===== config.mk =====
export PLATFORM = sky130hd
export DESIGN_NAME = nearest_palette_color
export DESIGN_NICKNAME = d
export VERILOG_FILES = /design/src/hdl/npc_pkg.sv /design/src/hdl/npc_palette_ram.sv /design/src/hdl/npc_dist_unit.sv /design/src/hdl/nearest_palette_color.sv
export SDC_FILE = /design/constraint.sdc
export NUM_CORES = 1
export LEC_CHECK = 0
export BUFFER_PORTS_ARGS = -buffer_cell sky130_fd_sc_hd__clkbuf_2
export CORE_MARGIN = 2
export CORE_UTILIZATION = 54
export CTS_CLUSTER_SIZE = 30
export DETAILED_ROUTE_END_ITERATION = 8
export PLACE_DENSITY = 0.76
export SYNTH_ARGS = -nofsm -noshare
export SYNTH_HDL_FRONTEND = slang
export SYNTH_SLANG_ARGS = --single-unit

===== constraint.sdc =====
create_clock -name clk -period 6.1 [get_ports clk]
set_input_delay 0.61 -clock clk [delete_from_list [all_inputs] [get_ports clk]]
set_output_delay 0.61 -clock clk [all_outputs]
set_load 0.02 [all_outputs]

===== src/hdl/npc_pkg.sv =====
`timescale 1ns / 1ps

package npc_pkg;

	localparam int IDX_W     = 4;
	localparam int CNT_W     = 5;
	localparam int CH_W      = 8;
	localparam int SQ_W      = 2 * CH_W;
	localparam int DIST_W    = 18;
	localparam int COLOR_W   = 3 * CH_W;
	localparam int MAX_SLOTS = 16;

	localparam logic OP_WRITE    = 1'b0;
	localparam logic OP_CLASSIFY = 1'b1;

	typedef enum logic [1:0] {
		ST_IDLE,
		ST_SEARCH,
		ST_FINISH
	} state_t;

	typedef struct packed {
		logic             valid;
		logic [IDX_W-1:0] idx;
	} tag_t;

endpackage


===== src/hdl/npc_palette_ram.sv =====
`timescale 1ns / 1ps

module npc_palette_ram #(
	parameter int DEPTH = 16
) (
	input  logic                       clk,
	input  logic                       we,
	input  logic [$clog2(DEPTH)-1:0]   waddr,
	input  logic [npc_pkg::COLOR_W-1:0] wdata,
	input  logic                       re,
	input  logic [$clog2(DEPTH)-1:0]   raddr,
	output logic [npc_pkg::COLOR_W-1:0] rdata
);
	import npc_pkg::*;

	logic [COLOR_W-1:0] mem [DEPTH];

	always_ff @(posedge clk) begin
		if (we) begin
			mem[waddr] <= wdata;
		end
	end

	always_ff @(posedge clk) begin
		if (re) begin
			rdata <= mem[raddr];
		end
	end

endmodule


===== src/hdl/npc_dist_unit.sv =====
`timescale 1ns / 1ps

module npc_dist_unit (
	input  logic                        clk,
	input  logic                        arst_n,
	input  npc_pkg::tag_t               tag_s1,
	input  logic [npc_pkg::COLOR_W-1:0] entry_s1,
	input  logic [npc_pkg::CH_W-1:0]    pix_r,
	input  logic [npc_pkg::CH_W-1:0]    pix_g,
	input  logic [npc_pkg::CH_W-1:0]    pix_b,
	output npc_pkg::tag_t               tag_s2,
	output logic [npc_pkg::DIST_W-1:0]  dist_s2
);
	import npc_pkg::*;

	logic [CH_W-1:0] ent_r, ent_g, ent_b;
	logic [CH_W-1:0] dr, dg, db;
	logic [SQ_W-1:0] sq_r_s2, sq_g_s2, sq_b_s2;

	assign ent_r = entry_s1[3*CH_W-1:2*CH_W];
	assign ent_g = entry_s1[2*CH_W-1:CH_W];
	assign ent_b = entry_s1[CH_W-1:0];

	assign dr = (pix_r > ent_r) ? (pix_r - ent_r) : (ent_r - pix_r);
	assign dg = (pix_g > ent_g) ? (pix_g - ent_g) : (ent_g - pix_g);
	assign db = (pix_b > ent_b) ? (pix_b - ent_b) : (ent_b - pix_b);

	always_ff @(posedge clk or negedge arst_n) begin
		if (!arst_n) begin
			tag_s2 <= '0;
		end else begin
			tag_s2 <= tag_s1;
		end
	end

	always_ff @(posedge clk) begin
		sq_r_s2 <= SQ_W'(dr) * SQ_W'(dr);
		sq_g_s2 <= SQ_W'(dg) * SQ_W'(dg);
		sq_b_s2 <= SQ_W'(db) * SQ_W'(db);
	end

	assign dist_s2 = DIST_W'(sq_r_s2) + DIST_W'(sq_g_s2) + DIST_W'(sq_b_s2);

endmodule


===== src/hdl/nearest_palette_color.sv =====
// Write item: no result; input stays ready after a write.
// Classify item: with n the searched count (palette_count capped at the palette depth), the
// search issues n palette memory reads, one read and one compare per cycle, through a
// read, squared-distance and compare pipeline; the result loads once the previous result is taken.
// One item at a time: input is not ready again until the classify result is loaded.
// Reset clears control and palette_count; palette contents are undefined until written.
`timescale 1ns / 1ps

module nearest_palette_color #(
	parameter int NUM_ENTRIES = 16
) (
	input  logic                       clk,
	input  logic                       arst_n,
	input  logic                       cfg_valid,
	output logic                       cfg_ready,
	input  logic [npc_pkg::CNT_W-1:0]  cfg_data,
	input  logic                       in_valid,
	output logic                       in_ready,
	input  logic                       op,
	input  logic [npc_pkg::IDX_W-1:0]  entry_index,
	input  logic [npc_pkg::CH_W-1:0]   red_in,
	input  logic [npc_pkg::CH_W-1:0]   green_in,
	input  logic [npc_pkg::CH_W-1:0]   blue_in,
	output logic                       out_valid,
	input  logic                       out_ready,
	output logic [npc_pkg::IDX_W-1:0]  nearest_index,
	output logic                       no_match,
	output logic [npc_pkg::DIST_W-1:0] nearest_dist_sq
);
	import npc_pkg::*;

	localparam int SLOTS = (NUM_ENTRIES < MAX_SLOTS) ? NUM_ENTRIES : MAX_SLOTS;
	localparam int AW    = $clog2(SLOTS);

	state_t state_q, state_d;

	logic [CNT_W-1:0]   count_q;
	logic [CNT_W-1:0]   n_q;
	logic [CNT_W-1:0]   issue_cnt_q;
	logic [CH_W-1:0]    pix_r_q, pix_g_q, pix_b_q;
	logic               found_q;
	logic [IDX_W-1:0]   best_idx_q;
	logic [DIST_W-1:0]  best_dist_q;
	logic               out_valid_q;
	logic [IDX_W-1:0]   out_idx_q;
	logic               out_nm_q;
	logic [DIST_W-1:0]  out_dist_q;

	logic               in_xfer, wr_en, wr_slot_ok, rd_en, search_done, load_out;
	logic [CNT_W-1:0]   n_clamp;
	logic [COLOR_W-1:0] rd_data;
	tag_t               tag_s1_q, tag_s2;
	logic [DIST_W-1:0]  dist_s2;
	logic               better;

	assign cfg_ready = 1'b1;

	always_ff @(posedge clk or negedge arst_n) begin
		if (!arst_n) begin
			count_q <= '0;
		end else if (cfg_valid) begin
			count_q <= cfg_data;
		end
	end

	assign in_xfer    = in_valid && in_ready;
	assign wr_slot_ok = {1'b0, entry_index} < CNT_W'(SLOTS);
	assign wr_en      = in_xfer && (op == OP_WRITE) && wr_slot_ok;
	assign n_clamp    = (count_q > CNT_W'(SLOTS)) ? CNT_W'(SLOTS) : count_q;

	always_comb begin
		state_d = state_q;
		case (state_q)
			ST_IDLE: begin
				if (in_xfer && op == OP_CLASSIFY) begin
					state_d = ST_SEARCH;
				end
			end
			ST_SEARCH: begin
				if (search_done) begin
					state_d = ST_FINISH;
				end
			end
			ST_FINISH: begin
				if (load_out) begin
					state_d = ST_IDLE;
				end
			end
			default: state_d = ST_IDLE;
		endcase
	end

	always_comb begin
		in_ready    = 1'b0;
		rd_en       = 1'b0;
		search_done = 1'b0;
		load_out    = 1'b0;
		case (state_q)
			ST_IDLE: begin
				in_ready = 1'b1;
			end
			ST_SEARCH: begin
				rd_en       = issue_cnt_q < n_q;
				search_done = (issue_cnt_q == n_q) && !tag_s1_q.valid && !tag_s2.valid;
			end
			ST_FINISH: begin
				load_out = !out_valid_q || out_ready;
			end
			default: ;
		endcase
	end

	always_ff @(posedge clk or negedge arst_n) begin
		if (!arst_n) begin
			state_q  <= ST_IDLE;
			tag_s1_q <= '0;
		end else begin
			state_q        <= state_d;
			tag_s1_q.valid <= rd_en;
			tag_s1_q.idx   <= issue_cnt_q[IDX_W-1:0];
		end
	end

	npc_palette_ram #(
		.DEPTH(SLOTS)
	) u_ram (
		.clk   (clk),
		.we    (wr_en),
		.waddr (entry_index[AW-1:0]),
		.wdata ({red_in, green_in, blue_in}),
		.re    (rd_en),
		.raddr (issue_cnt_q[AW-1:0]),
		.rdata (rd_data)
	);

	npc_dist_unit u_dist (
		.clk      (clk),
		.arst_n   (arst_n),
		.tag_s1   (tag_s1_q),
		.entry_s1 (rd_data),
		.pix_r    (pix_r_q),
		.pix_g    (pix_g_q),
		.pix_b    (pix_b_q),
		.tag_s2   (tag_s2),
		.dist_s2  (dist_s2)
	);

	// strict less-than keeps the lower index on a tie
	assign better = tag_s2.valid && (!found_q || dist_s2 < best_dist_q);

	always_ff @(posedge clk or negedge arst_n) begin
		if (!arst_n) begin
			issue_cnt_q <= '0;
			n_q         <= '0;
			found_q     <= 1'b0;
		end else if (in_xfer && op == OP_CLASSIFY) begin
			issue_cnt_q <= '0;
			n_q         <= n_clamp;
			found_q     <= 1'b0;
		end else begin
			if (rd_en) begin
				issue_cnt_q <= issue_cnt_q + 1'b1;
			end
			if (better) begin
				found_q <= 1'b1;
			end
		end
	end

	always_ff @(posedge clk) begin
		if (in_xfer && op == OP_CLASSIFY) begin
			pix_r_q     <= red_in;
			pix_g_q     <= green_in;
			pix_b_q     <= blue_in;
			best_idx_q  <= '0;
			best_dist_q <= '0;
		end else if (better) begin
			best_idx_q  <= tag_s2.idx;
			best_dist_q <= dist_s2;
		end
	end

	// hold the result until transfer
	always_ff @(posedge clk or negedge arst_n) begin
		if (!arst_n) begin
			out_valid_q <= 1'b0;
		end else if (load_out) begin
			out_valid_q <= 1'b1;
		end else if (out_ready) begin
			out_valid_q <= 1'b0;
		end
	end

	always_ff @(posedge clk) begin
		if (load_out) begin
			out_idx_q  <= best_idx_q;
			out_nm_q   <= !found_q;
			out_dist_q <= best_dist_q;
		end
	end

	assign out_valid       = out_valid_q;
	assign nearest_index   = out_idx_q;
	assign no_match        = out_nm_q;
	assign nearest_dist_sq = out_dist_q;

endmodule


==> summary.md, run 1 <==
| Metric | Value |
|---|---|
| EDFF count, synth | 455 |
| Antenna viol nets, final | 0 |
| Post-synth top cells | 455 x edfxtp_1, 229 x inv_1, 189 x ha_1 |
| Arrival time of the worst setup path | 6.41 ns |
| Final Hold Vio Count | 0 |
| CP max FO | 8 |
| Fin cells | 2837 |
| DP Worst Slack | 0.00878 ns |
| Fillers | 3740 |
| CP Launch Type | flip-flop |
| I/O pins | 65 |
| Wirelength per Cell | 21.0 um |
| Starting Density | 54.8% |
| CP endpoint kind | flip-flop |
| Setup CP Type | reg -> reg |
| Critical Path End | u_dist.sq_b_s2[14]$_DFF_P_ |
| Top routing layer in use | met5 |
| Worst rel slew slack | 19.4% |
| H-tree levels | 2 |
| RSZ-0062 raised after global routing | yes |
| Initial antenna violation count | 1 |
| Synthesized instance count | 1972 |
| FF-to-FF setup slack | 0.16 ns |
| Clk root buf | clkbuf_16 |
| CP required | 6.57 ns |
| Mapped cell area | 0.0283 mm2 |
| RR Endpoint | u_dist.sq_b_s2[14]$_DFF_P_ |
| Vias in the first global route | 17086 |
| Hpwl dp | 37.6 mm |
| Largest net degree at the start of global routing | 63 |
| Status | completed |
| Synth top area cells | edfxtp_1 48%, mux4_2 9.5%, ha_1 8.4% |
| Die Wd | 233 um |
| Largest area contributor in the netlist | edfxtp_1 |
| Layout cells sized above 1 | 21.1% |
| # setup viols final | 0 |
| TritonRoute pass-1 iters | 5 |
| Ys async rst share | 5.26% |
| Sink Count | 551 |
| PortBufs | 63 |
| Minimum clock period | 5.94 ns |
| FF+latch count, synth | 551 |
| CTS Hold Buffers Added | 0 |
| CP startpoint | u_ram.rdata[0]$_DFFE_PP_ |
| Skew-Pair Late Insertion Delay | 0.64 ns |
| Syn. warnings | 0 |
| Yosys top cell area share | 48.3% |
| First-pass GRT wire length | 93.3 mm |
| Final WL | 59.7 mm |
| Routed wl met2 | 31.0 mm |
| Post-synthesis cell type count | 85 |
| Register Area | 0.0157 mm2 |
| Final slew viol count | 0 |
| DRC viols | 0 |
| Tot GR Track Use | 22.6% |
| GRT overflow | 0 |
| CTS tree | done |
| R2r worst-path depth | 25 |
| Longest Clk Path Bufs | 3 |
| Core ar. | 0.0516 mm2 |
| Final Wtd Congestion | 0.858 |
| Layout net count | 2421 |
| Primary FF master, synth | edfxtp_1 |
| Class of the worst hold path | in -> async |
| Met3 WL | 3.31 mm |
| Area grow syn2layout | 13.1% |
| Slew @ Worst Pin | 1.20 ns |
| Clock skew after layout | 0.0562 ns |
| Reg clk slew, reported paths | 0.06 ns |
| DR iter-0 viols | 1374 |
| Max Freq | 168 MHz |
| Footprint of the multi-input gates | 0.0118 mm2 |
| Number of diodes | 0 |
| M1 WL | 23.6 mm |
| Final core occ | 62.0% |
| Inst Count DP | 2706 |
| TritonCTS Buffers | 55 |
| Fin worst setup slack | 0.157 ns |
| Sequential area share after synthesis | 55.6% |
| Core Rows | 83 |
| DR vias/cell | 5.79 |
| Fin crit share | 97.4% |
| Die area | 0.0543 mm2 |
| Routed vias | 16420 |
| Post-Syn Area per Cell | 14.4 um2 |
| Most common cell in the synthesized netlist | edfxtp_1 |
| Max Cap Viol | 0 |
| Critical R2R Launch | u_ram.rdata[0]$_DFFE_PP_ |
| Mapped Nets | 2282 |
| Die H | 233 um |
[how the worst min path moves through the flow]
stage	slack, ns	cells past startpoint	end
detailed placement	0.34	0	u_dist.tag_s2[0]$_DFF_PN0_
floorplan	0.31	0	count_q[0]$_DFFE_PN0P_
finish	0.09	1	found_q$_DFFE_PN0P_
CTS	0.08	1	found_q$_DFFE_PN0P_
global placement	0.34	0	u_dist.tag_s2[2]$_DFF_PN0_
global route	0.13	1	found_q$_DFFE_PN0P_
[routing by layer]
layer  GRT usage [%]  up-vias
li1                -     7520
met1            27.7     8276
met2            40.5      507
met3            3.91      115
met4            7.27        2
met5               0        -
[flip-flops by register name (all words and copies together) (netlist names), 2 cells and up]
name             count
best_dist_q         18
best_idx_q           4
count_q              5
issue_cnt_q          5
n_q                  5
nearest_dist_sq     18
nearest_index        4
pix_b_q              8
pix_g_q              8
pix_r_q              8
state_q              2
tag_s1_q             5
u_dist.sq_b_s2      15
u_dist.sq_g_s2      15
u_dist.sq_r_s2      15
u_dist.tag_s2        5
u_ram.mem          384
u_ram.rdata         24
[what timing repair did]
action | 4_1_cts | 5_1_grt
resized for setup | 3 | 58
pin swaps | 2 | 24
hold endpoints to repair | 0 | 0
setup endpoints to repair | 3 | 15
setup buffers | 1 | 27
[worst max-delay path, stage by stage, from the launching register on]
cell and delay (ns):
edfxtp_1 0.40, ha_2 0.21, fa_2 0.39, nand3b_1 0.20, a21boi_2 0.21, o21ai_4 0.14, buf_4 0.18, mux2i_4 0.18
xnor2_2 0.26, o21bai_4 0.20, inv_1 0.08, fa_1 0.55, xor2_1 0.19, xnor2_1 0.12, fa_1 0.49, inv_1 0.05
fa_1 0.47, inv_1 0.04, ha_1 0.34, o21a_1 0.21, o21a_1 0.17, and3_1 0.18, o41a_1 0.13, nor2_2 0.14
a21oi_2 0.06, xor2_1 0.17
[per-stage QoR]
step	TNS (ns)	cell area, um2	hold slack [ns]
floorplan	0	28300	0.314
global placement	0	29700	0.337
detailed placement	0	29700	0.339
CTS	0	31600	0.0796
global route	-0.354	32000	0.126
finish	0	32000	0.0883
[cell type report]
cell class | instances | share of cell area (%)
Sequential cell | 551 | 49.2
Multi-Input combinational cell | 1133 | 36.8
Clock buffer | 64 | 4.40
Timing Repair Buffer | 140 | 2.79
Inverter | 230 | 2.70
Tap cell | 680 | 2.66
Clock inverter | 39 | 1.50
[cell families (layout without fill, tap and decap cells)]
family,Yosys count,in the layout,synth area share (%)
buffers and inverters,288,473,3.95
multiplexers,157,157,10.9
other,1,1,0.0132
adder cells (fa/ha/maj),271,271,14.2
flip-flops,551,551,55.6
AO/OA/AOI/OAI,277,277,6.69
XOR/XNOR,91,91,3.00
AND/OR/NAND/NOR,336,336,5.72
[cell usage in the layout (no fill, tap or decap), drive strengths merged, types with 37 or more instances in the layout]
cell type,Yosys,layout
inv,230,231
a21o,37,37
dfxtp,67,67
buf,26,77
o21ai,46,46
xnor2,61,61
a21oi,79,79
nand2,56,56
nor2,143,143
mux4,120,120
fa,82,82
edfxtp,455,455
ha,189,189
clkbuf,32,127
Power of run 1 is left out: the tool's default activity adds up to more than one toggle a clock period on the data nets, which glitch-free logic cannot reach.
==> run 2, diff against run 1 <==
GPL_TIMING_DRIVEN = 0   (was not set)
PLACE_DENSITY = 0.73   (was 0.76)
clock period = 6.2 ns   (was 6.1 ns; I/O delays follow)
==> run 2 against run 1 <==
Non-clock buffer count up 41. Clock skew down 0.015 ns. Setup slack better by 0.041 ns. Via count up 2.6%. Routed wire length up 3.1%. Hold slack worse by 0.035 ns. Global-route usage up 0.77 points. Critical endpoint is now u_dist.sq_b_s2[15]$_DFF_P_. Highest routed layer unchanged. Register-to-register slack better by 0.04 ns. Final area up 1.8%. Die area unchanged. Critical path type unchanged. Clock-buffer cell count unchanged. Maximum frequency down 0.99%.
==> summary.md, run 2 (synthesis gave the netlist of run 1 again) <==
| Metric | Value |
|---|---|
| Fin cells | 2879 (was 2837) |
| Area grow syn2layout | 15.2% (was 13.1%) |
| Top flop regs | u_ram.mem: 384 flops, u_ram.rdata: 24 flops (unchanged) |
| CP max FO | 6 (was 8) |
| CP required | 6.70 ns (was 6.57 ns) |
| Antenna viol nets, final | 0 (unchanged) |
| Final slew viol count | 0 (unchanged) |
| DR iter-0 viols | 1221 (was 1374) |
| Fin crit share | 96.8% (was 97.4%) |
| Biggest register | u_ram.mem (unchanged) |
| FF-to-FF setup slack | 0.20 ns (was 0.16 ns) |
| PortBufs | 62 (was 63) |
| TritonRoute pass-1 iters | 7 (was 5) |
| Placed Area | 0.0299 mm2 (was 0.0297 mm2) |
| Hpwl dp | 43.0 mm (was 37.6 mm) |
| Worst path cell trace | ha_2, fa_2, nand3b_1, a21boi_4, o21ai_4, and3b_2, nor3_4, nor2_4, inv_2, nand2b_1, fa_1, inv_1, fa_1, inv_1, fa_1, fa_1, inv_1, ha_4, nand2_1, o21ai_1, o41a_1, nand4_1, a21oi_1, xnor2_1 |
| Inst Count DP | 2740 (was 2706) |
| CP endpoint kind | flip-flop (unchanged) |
| I/O pins | 65 (unchanged) |
| Initial antenna violation count | 1 (unchanged) |
| Layout net count | 2463 (was 2421) |
| Largest net degree at the start of global routing | 30 (was 63) |
| Routed vias | 16845 (was 16420) |
| Max Cap Viol | 0 (unchanged) |
| Status | completed (unchanged) |
| Slew @ Worst Pin | 1.35 ns (was 1.20 ns) |
| Tot GR Track Use | 23.3% (was 22.6%) |
| Layout cells sized above 1 | 21.8% (was 21.1%) |
| Reg clk slew, reported paths | 0.06 ns (about the same) |
| Clock skew after layout | 0.0415 ns (was 0.0562 ns) |
| Core Rows | 83 (unchanged) |
| RSZ-0062 raised after global routing | yes (unchanged) |
| Final Hold Vio Count | 0 (unchanged) |
| Final Wtd Congestion | 0.904 (was 0.858) |
| CTS tree | done (unchanged) |
| Setup CP Type | reg -> reg (unchanged) |
| Die H | 233 um (unchanged) |
| Worst rel slew slack | 9.58% (was 19.4%) |
| Vias in the first global route | 17519 (was 17086) |
| Final Cell Area | 0.0326 mm2 (was 0.0320 mm2) |
| Critical R2R Launch | u_ram.rdata[0]$_DFFE_PP_ (unchanged) |
| TritonCTS Buffers | 55 (unchanged) |
| Class of the worst hold path | in -> async (unchanged) |
| CP Launch Type | flip-flop (unchanged) |
| WHS | 0.0531 ns (was 0.0883 ns) |
| Cell type of the slowest stage on the worst timing path | fa_1 (unchanged) |
| Most frequent CP cell | fa_1 |
| Longest Clk Path Bufs | 3 (unchanged) |
| Sink Count | 551 (unchanged) |
| Core ar. | 0.0516 mm2 (unchanged) |
| Commonest non-fill, non-tap cell in the layout | edfxtp_1 (unchanged) |
| Arrival time of the worst setup path | 6.50 ns (was 6.41 ns) |
| Max Freq | 167 MHz (was 168 MHz) |
| Skew-Pair Late Insertion Delay | 0.63 ns (was 0.64 ns) |
| RR Endpoint | u_dist.sq_b_s2[15]$_DFF_P_ (was u_dist.sq_b_s2[14]$_DFF_P_) |
| Starting Density | 54.8% (unchanged) |
| Max incr delay on CP | 0.54 ns (was 0.55 ns) |
| Wirelength per Cell | 21.4 um (was 21.0 um) |
| Die area | 0.0543 mm2 (unchanged) |
| R2r worst-path depth | 24 (was 25) |
| Clk root buf | clkbuf_16 (unchanged) |
| GRT overflow | 0 (unchanged) |
| Number of diodes | 0 (unchanged) |
| Commonest non-fill, non-tap cells in the layout | 455 x edfxtp_1, 228 x inv_1, 181 x ha_1, 128 x nor2_1, 120 x mux4_2 (was 455 x edfxtp_1, 228 x inv_1, 177 x ha_1, 127 x nor2_1, 120 x mux4_2) |
| H-tree levels | 2 (unchanged) |
| Fin worst setup slack | 0.198 ns (was 0.157 ns) |
| Critical path buffer and inverter count | 4 (unchanged) |
| First-pass GRT wire length | 95.9 mm (was 93.3 mm) |
| Top delay family on crit path | adder cells (unchanged) |
| DR vias/cell | 5.85 (was 5.79) |
| Die Wd | 233 um (unchanged) |
| DRC viols | 0 (unchanged) |
| # setup viols final | 0 (unchanged) |
| DP Worst Slack | -0.398 ns (was 0.00878 ns) |
| Largest register FFs | 384 (unchanged) |
| Minimum clock period | 6.00 ns (was 5.94 ns) |
| Final WL | 61.6 mm (was 59.7 mm) |
[run 2: cell types whose count changed in the layout (fill, tap and decap cells not counted), moves of 4 or more]
cell      before  now
buf_4         77   40
clkbuf_1       9   33
buf_6          0   21
buf_2          0   14
nor2_2        15    6
nor2_4         1    9
buf_1          0    6
clkbuf_4       0    4
ha_1         177  181
mux2i_1       25   21
mux2i_2        3    7
xnor2_1       57   53
[run 2: layout make-up]
type	count	area, um2
plain buffers	54	253
clock inverters	39	529
flip-flops and latches	551	15700
multi-input cells	1134	12000
well taps	680	851
fillers	3680	19000
inverters	230	863
repair buffers	127	978
clock buffers	64	1420
[run 2: stage by stage]
stage	TNS, ns	util, %
after floorplan	0	-
after global placement	-1.16	57.1
after detailed placement	-2.36	58.0
after CTS	0	62.3
after global routing	-0.211	63.2
final	0	63.2
[run 2: worst max path at each step]
stage,slack [ns],end,startpoint,cells past startpoint
6_report,0.20,u_dist.sq_b_s2[15]$_DFF_P_,u_ram.rdata[0]$_DFFE_PP_,24
2_1_floorplan,0.38,u_dist.sq_r_s2[12]$_DFF_P_,pix_r_q[5]$_DFFE_PP_,22
3_5_place_dp,-0.40,u_dist.sq_r_s2[12]$_DFF_P_,pix_r_q[0]$_DFFE_PP_,21
3_3_place_gp,-0.28,u_dist.sq_r_s2[12]$_DFF_P_,pix_r_q[0]$_DFFE_PP_,21
4_1_cts,0.01,u_dist.sq_b_s2[15]$_DFF_P_,u_ram.rdata[0]$_DFFE_PP_,24
5_1_grt,-0.09,u_dist.sq_b_s2[15]$_DFF_P_,u_ram.rdata[0]$_DFFE_PP_,24
[run 2: per-layer routing]
| metal | vias up | track usage (%) | wire, um |
|---|---|---|---|
| li1 | 7617 | - | - |
| met1 | 8466 | 28.2 | 23500 |
| met2 | 578 | 40.5 | 31200 |
| met3 | 182 | 4.08 | 3860 |
| met4 | 2 | 11.4 | 2980 |
| met5 | - | 0 | 8 |
[run 2: timing repair]
item                       4_1_cts  5_1_grt
setup buffers                   19       20
cloned                           1        0
hold buffers                     0        0
setup endpoints to repair       14       14
pin swaps                       13       28
resized for setup               21       72
Power of run 2 is left out for the same reason.
